--- src/rtl/core/lcc_pkg.sv ---
package lcc_pkg;

    localparam int unsigned DigitW  = 4;
    localparam int unsigned CountW  = 5;
    localparam int unsigned LeadW   = 7;

    localparam logic [DigitW-1:0] DigitMax  = 4'd9;
    localparam logic [CountW-1:0] CountMax  = 5'd31;
    localparam logic [CountW-1:0] AmexLen   = 5'd15;
    localparam logic [CountW-1:0] CardLen16 = 5'd16;
    localparam logic [LeadW-1:0]  AmexLeadA = 7'd34;
    localparam logic [LeadW-1:0]  AmexLeadB = 7'd37;
    localparam logic [LeadW-1:0]  McLeadLo  = 7'd51;
    localparam logic [LeadW-1:0]  McLeadHi  = 7'd55;
    localparam logic [LeadW-1:0]  VisaLeadLo = 7'd40;
    localparam logic [LeadW-1:0]  VisaLeadHi = 7'd49;
    localparam logic [4:0]        Radix     = 5'd10;

    typedef enum logic [1:0] {
        KIND_INVALID    = 2'd0,
        KIND_AMEX       = 2'd1,
        KIND_MASTERCARD = 2'd2,
        KIND_VISA       = 2'd3
    } card_kind_t;

    function automatic logic [DigitW-1:0] fold_double(input logic [DigitW-1:0] d);
        logic [DigitW:0] dbl;
        dbl = {d, 1'b0};
        if (d >= 4'd5) begin
            dbl = dbl - 5'd9;
        end
        return dbl[DigitW-1:0];
    endfunction

    function automatic logic [DigitW-1:0] add_mod10(input logic [DigitW-1:0] a,
                                                     input logic [DigitW-1:0] b);
        logic [DigitW:0] s;
        s = {1'b0, a} + {1'b0, b};
        if (s >= Radix) begin
            s = s - Radix;
        end
        return s[DigitW-1:0];
    endfunction

    function automatic card_kind_t classify(input logic ok,
                                            input logic [CountW-1:0] len,
                                            input logic [LeadW-1:0] lead);
        card_kind_t k;
        k = KIND_INVALID;
        if (ok) begin
            if (len == AmexLen && (lead == AmexLeadA || lead == AmexLeadB)) begin
                k = KIND_AMEX;
            end else if (len == CardLen16 && lead >= McLeadLo && lead <= McLeadHi) begin
                k = KIND_MASTERCARD;
            end else if (len == CardLen16 && lead >= VisaLeadLo && lead <= VisaLeadHi) begin
                k = KIND_VISA;
            end
        end
        return k;
    endfunction

endpackage

--- src/rtl/core/luhn_card_number_checker_top.sv ---
// Channel  | Ports                                             | Direction
// ---------+---------------------------------------------------+----------
// input    | s_valid s_ready s_digit s_last_digit              | in
// result   | m_valid m_ready m_luhn_ok m_card_kind m_number_length | out
//
// One digit per cycle: input register, then sum/fold/classify logic, then result register,
// except that a last digit waits while the result is stalled. A digit reaches the running
// sums in the cycle after acceptance; a result is registered as the last digit leaves.
// Synchronous active-low reset clears valid flags, sums, count and leading pair.
// A stalled result holds only the last-digit transaction behind it; other digits flow.
module luhn_card_number_checker_top (
    input  logic       aclk,
    input  logic       aresetn,
    input  logic       s_valid,
    output logic       s_ready,
    input  logic [3:0] s_digit,
    input  logic       s_last_digit,
    output logic       m_valid,
    input  logic       m_ready,
    output logic       m_luhn_ok,
    output logic [1:0] m_card_kind,
    output logic [4:0] m_number_length
);

    logic                            in_valid_reg;
    logic [lcc_pkg::DigitW-1:0]      in_digit_reg;
    logic                            in_last_reg;

    logic [lcc_pkg::DigitW-1:0]      sum_even_reg, sum_even_next;
    logic [lcc_pkg::DigitW-1:0]      sum_odd_reg, sum_odd_next;
    logic [lcc_pkg::CountW-1:0]      count_reg, count_next;
    logic [lcc_pkg::LeadW-1:0]       lead_reg, lead_next;

    logic                            out_valid_reg;
    logic                            out_ok_reg;
    lcc_pkg::card_kind_t             out_kind_reg;
    logic [lcc_pkg::CountW-1:0]      out_len_reg;

    logic                            advance;
    logic                            out_free;
    logic [lcc_pkg::DigitW-1:0]      d;
    logic [lcc_pkg::LeadW-1:0]       d_times10;

    assign out_free = !out_valid_reg || m_ready;
    assign advance  = in_valid_reg && (!in_last_reg || out_free);
    assign s_ready  = !in_valid_reg || advance;

    always_comb begin
        d = (in_digit_reg > lcc_pkg::DigitMax) ? lcc_pkg::DigitMax : in_digit_reg;
        d_times10 = {d, 3'b000} + {2'b00, d, 1'b0};
        sum_even_next = lcc_pkg::add_mod10(sum_odd_reg, lcc_pkg::fold_double(d));
        sum_odd_next  = lcc_pkg::add_mod10(sum_even_reg, d);
        count_next = (count_reg == lcc_pkg::CountMax) ? lcc_pkg::CountMax
                                                      : count_reg + 5'd1;
        lead_next = lead_reg;
        if (count_reg == 5'd0) begin
            lead_next = d_times10;
        end else if (count_reg == 5'd1) begin
            lead_next = lead_reg + {3'b000, d};
        end
    end

    always_ff @(posedge aclk) begin
        if (!aresetn) begin
            in_valid_reg <= 1'b0;
        end else if (s_ready) begin
            in_valid_reg <= s_valid;
        end
        if (s_ready && s_valid) begin
            in_digit_reg <= s_digit;
            in_last_reg  <= s_last_digit;
        end
    end

    always_ff @(posedge aclk) begin
        if (!aresetn) begin
            sum_even_reg <= '0;
            sum_odd_reg  <= '0;
            count_reg    <= '0;
            lead_reg     <= '0;
        end else if (advance) begin
            if (in_last_reg) begin
                sum_even_reg <= '0;
                sum_odd_reg  <= '0;
                count_reg    <= '0;
                lead_reg     <= '0;
            end else begin
                sum_even_reg <= sum_even_next;
                sum_odd_reg  <= sum_odd_next;
                count_reg    <= count_next;
                lead_reg     <= lead_next;
            end
        end
    end

    always_ff @(posedge aclk) begin
        if (!aresetn) begin
            out_valid_reg <= 1'b0;
        end else if (out_free) begin
            out_valid_reg <= advance && in_last_reg;
        end
        if (out_free && advance && in_last_reg) begin
            out_ok_reg   <= (sum_odd_next == '0);
            out_kind_reg <= lcc_pkg::classify(sum_odd_next == '0, count_next, lead_next);
            out_len_reg  <= count_next;
        end
    end

    assign m_valid         = out_valid_reg;
    assign m_luhn_ok       = out_ok_reg;
    assign m_card_kind     = out_kind_reg;
    assign m_number_length = out_len_reg;

endmodule

--- config.mk ---
export PLATFORM = sky130hd
export DESIGN_NAME = luhn_card_number_checker_top
export DESIGN_NICKNAME = d
export VERILOG_FILES = /design/src/rtl/core/lcc_pkg.sv /design/src/rtl/core/luhn_card_number_checker_top.sv
export SDC_FILE = /design/constraint.sdc
export NUM_CORES = 1
export LEC_CHECK = 0
export ABC_AREA = 1
export BUFFER_PORTS_ARGS = -buffer_cell sky130_fd_sc_hd__buf_4
export CAP_MARGIN = 0
export CORE_MARGIN = 1.5
export CORE_UTILIZATION = 25
export CTS_CLUSTER_SIZE = 8
export DETAILED_ROUTE_END_ITERATION = 16
export HOLD_SLACK_MARGIN = 0.15
export RECOVER_POWER = 50
export SLEW_MARGIN = 20
export SYNTH_ARGS = -nofsm -noshare
export SYNTH_HDL_FRONTEND = slang
export SYNTH_SLANG_ARGS = --single-unit
export TNS_END_PERCENT = 30
--- constraint.sdc ---
create_clock -name aclk -period 3.5 [get_ports aclk]
set_input_delay 0.525 -clock aclk [delete_from_list [all_inputs] [get_ports aclk]]
set_output_delay 0.525 -clock aclk [all_outputs]
set_load 0.01 [all_outputs]
==> flow_summary_export.csv <==
group,metric,value,unit
critical_path,path_cells,"o21ai_4 > inv_1 > nor2_2 > inv_1 > ha_1 > nor3_2 > nor2_2 > xnor2_1 > inv_1 > fa_1 > nor2_1 > inv_1 > nand2_1 > ha_1 > a21oi_1 > nor2_2 > o21ai_0 > o211ai_1 > a21oi_1",
critical_path,endpoint_kind,"register",
worst_hold_path,hp-class,"input port to register",
timing,slew_headroom,53.4,%
global_route,gr-max-usage-layer,"met2",
critical_path,cp_slowest_cell,"edfxtp_1",
cells_and_area,syn2layout_area_growth,16.5,%
critical_path,cp_slowest_stage_delay,440,ps
synthesis,synth_top_area_share,17.7,%
synthesis,synth_xor_area_share,2.76,%
clock_tree,numClockSinks,35,
timing,layout_setup_ws,281,ps
synthesis,yosysTopAreaCell,"dfxtp_1",
timing,fin_crit_sh,92.0,%
power_and_ir_drop,peakVddDrop,0.000196,V
synthesis,synth.most_common_cell,"nand2_1",
synthesis,ys_types,36,
drt,drt_wl_total,5.34,mm
die,ios,19,
synthesis,muxShareOfSynthArea,0.452,%
clock_tree,cts_tree,"built",
synthesis,postSynthAreaPerCell,7.20,µm²
outcome,status,"complete, no violations",
synthesis,async_flop_share,0,%
synthesis,synth-adder-area-share,11.4,%
critical_path,path_class,"register to register",
timing,fmax,0.311,GHz
placed_design,numPortBuffers,18,
timing,min_period,3220,ps
global_route,grt_max_degree,21,
critical_path,worst_r2r_path_depth,19,
synthesis,synth-compound-area-share,11.1,%
clock_tree,cts-root-buf,"clkbuf_8",
synthesis,yosys_warnings,0,
power_and_ir_drop,leakage,1.33,nW
critical_path,r2r-start,"in_digit_reg[1]",
synthesis,synthFlopType,"dfxtp_1",
timing,finalHoldViolCount,0,
die,start_util,25.6,%
critical_path,cp_common_cell,"inv_1",
critical_path,critPathArrivalTime,3360,ps
clock_tree,clk_latency,290,ps
synthesis,synth.area.top_cells,"dfxtp_1 (18%), edfxtp_1 (16%), nand2_1 (14%), ha_1 (11%), inv_1 (8.7%)",
global_route,grt_pass1_wl,9.13,mm
synthesis,synth_top_family_by_area,"simple AND/OR/NAND/NOR gates",
die,die-width,103,µm
timing,worst_pin_slew,698,ps
critical_path,reg2reg_slack,280,ps
synthesis,synth_edf_count,13,
critical_path,path_delay_family,"adder cells",
placed_design,placed_cell_area,2810,µm²
die,core-area,9730,µm²
drt,ant_nets,0,
clock_tree,cts_max_level,2,
cells_and_area,drive_gt1_share,16.0,%
synthesis,syn_area,2490,µm²
drt,route.detailed.drc,0,
placed_design,hpwl,4.18,mm
timing,final.setup_skew,12.4,ps
power_and_ir_drop,p_total,1.00,mW
worst_hold_path,hold_start,"s_digit[0]",
worst_hold_path,holdPathStages,1,
global_route,grt_pass1_vias,2083,
global_route,grt-ovfl-total,0,
synthesis,netlist_top_cells_count,"nand2_1 (91), inv_1 (58), a21oi_1 (30), dfxtp_1 (22)",
die,die_y,103,µm
drt,first_pass_iters,4,
synthesis,ys_ff_latch,35,
global_route,grt.total_usage,11.0,%
synthesis,syn_nets,377,
critical_path,worst_ep_required_time,3640,ps
die,rows,36,
drt,wl_per_cell,10.5,µm
worst_hold_path,min_to,"in_digit_reg[0]",
clock_tree,cts_buffer_depth,2,
critical_path,critPathLaunchType,"register",
timing,drv_slew,0,
global_route,grt_use_met1,13.6,%
cells_and_area,num_antenna_cells,0,
global_route,antenna_found_initial,0,
cells_and_area,largest_reg_flops,7,
cells_and_area,nNetsFinal,404,
cells_and_area,final_cell_area,2900,µm²
critical_path,path_max_fanout,5,
die,die_area,10600,µm²
global_route,use_met2,19.1,%
timing,finalSetupViolations,0,
clock_tree,numCtsBuffers,5,
placed_design,gp_congestion,0.828,
global_route,met3_usage,2.64,%
power_and_ir_drop,power_density,346,nW/µm²
critical_path,worst-path-buf-inv,4,
timing,grt_setup_unrepaired,"yes",
synthesis,synth_seq_area_share,33.4,%
synthesis,synth-simple-area-share,30.9,%
run,drv_cap,0,
drt,via_count,2191,
cells_and_area,nFillCells,1113,
synthesis,netlist_instances,346,
drt,drt_iter0_markers,72,
critical_path,r2r-end,"sum_even_reg[3]",
drt,vias_per_cell,4.32,
placed_design,post-place-ws,42.6,ps
clock_tree,clk_pin_slew,60,ps
metal layers:
metal / wire [µm] / share of wire, %
met2: 2620 / 49
met1: 2500 / 47
met5: 0 / 0
met4: 68 / 1.3
met3: 147 / 2.8
cells in the final DEF (no fill, tap or decap), types with 3 or more instances in the layout:
cell type	instances
clkbuf_8	6
clkbuf_1	11
nand4_1	3
nor2_2	5
clkbuf_4	5
o21ai_1	3
o21ai_0	6
ha_1	21
nor2_1	18
inv_1	58
nand2_2	11
buf_4	11
xnor2_1	5
dfxtp_1	22
a21oi_1	30
nand3_1	20
edfxtp_1	13
nand3_2	6
nand2_1	91
metrics by stage:
step / cells / hold WS, ps / utilization (%) / setup TNS (ps)
final: 507 / 440 / 29.8 / 0
after global routing: 507 / 423 / 29.8 / -203
after CTS: 504 / 411 / 29.8 / 0
after detailed placement: 496 / 463 / 28.9 / 0
after global placement: 496 / 456 / 28.9 / 0
after floorplan: 346 / 445 / - / 0
cells by family (layout without fill, tap and decap cells):
group | after synthesis | after routing
AND/OR/NAND/NOR | 167 | 167
flip-flops | 35 | 35
XOR/XNOR | 7 | 7
buffers and inverters | 67 | 95
multiplexers | 1 | 1
AO/OA/AOI/OAI | 47 | 47
adder cells (fa/ha/maj) | 22 | 22
report_power, final:
part	switching, mW	leakage, nW	internal, mW	total, mW
Combinational	0.160	0.978	0.0954	0.255
Sequential	0.0109	0.300	0.437	0.448
Clock	0.143	0.0482	0.159	0.302
area by class of cell:
| type | instances | area [µm²] | area share, % |
|---|---|---|---|
| clock buffer | 7 | 86.3 | 2.98 |
| clock inverter | 1 | 5.00 | 0.172 |
| inverter | 61 | 229 | 7.89 |
| multi-input combinational | 244 | 1430 | 49.2 |
| sequential | 35 | 831 | 28.6 |
| tap | 133 | 166 | 5.74 |
| timing repair buffer | 26 | 158 | 5.43 |
worst max path at each step:
| stage | cells past startpoint | start | end | slack [ps] |
|---|---|---|---|---|
| detailed placement | 19 | in_digit_reg[2] | sum_even_reg[3] | 40 |
| CTS | 20 | in_digit_reg[2] | sum_even_reg[2] | 30 |
| global placement | 19 | in_digit_reg[2] | sum_even_reg[3] | 200 |
| global route | 20 | in_digit_reg[1] | sum_even_reg[1] | -70 |
| floorplan | 19 | in_digit_reg[1] | sum_even_reg[3] | 280 |
| finish | 19 | in_digit_reg[1] | sum_even_reg[3] | 280 |
repair_timing:
| item | 4_1_cts | 5_1_grt |
|---|---|---|
| gates resized for setup | 0 | 5 |
| setup endpoints to repair | 0 | 3 |
| hold buffers | 0 | 0 |
| buffers inserted | 0 | 3 |
Power figures use the tool's default switching activity.
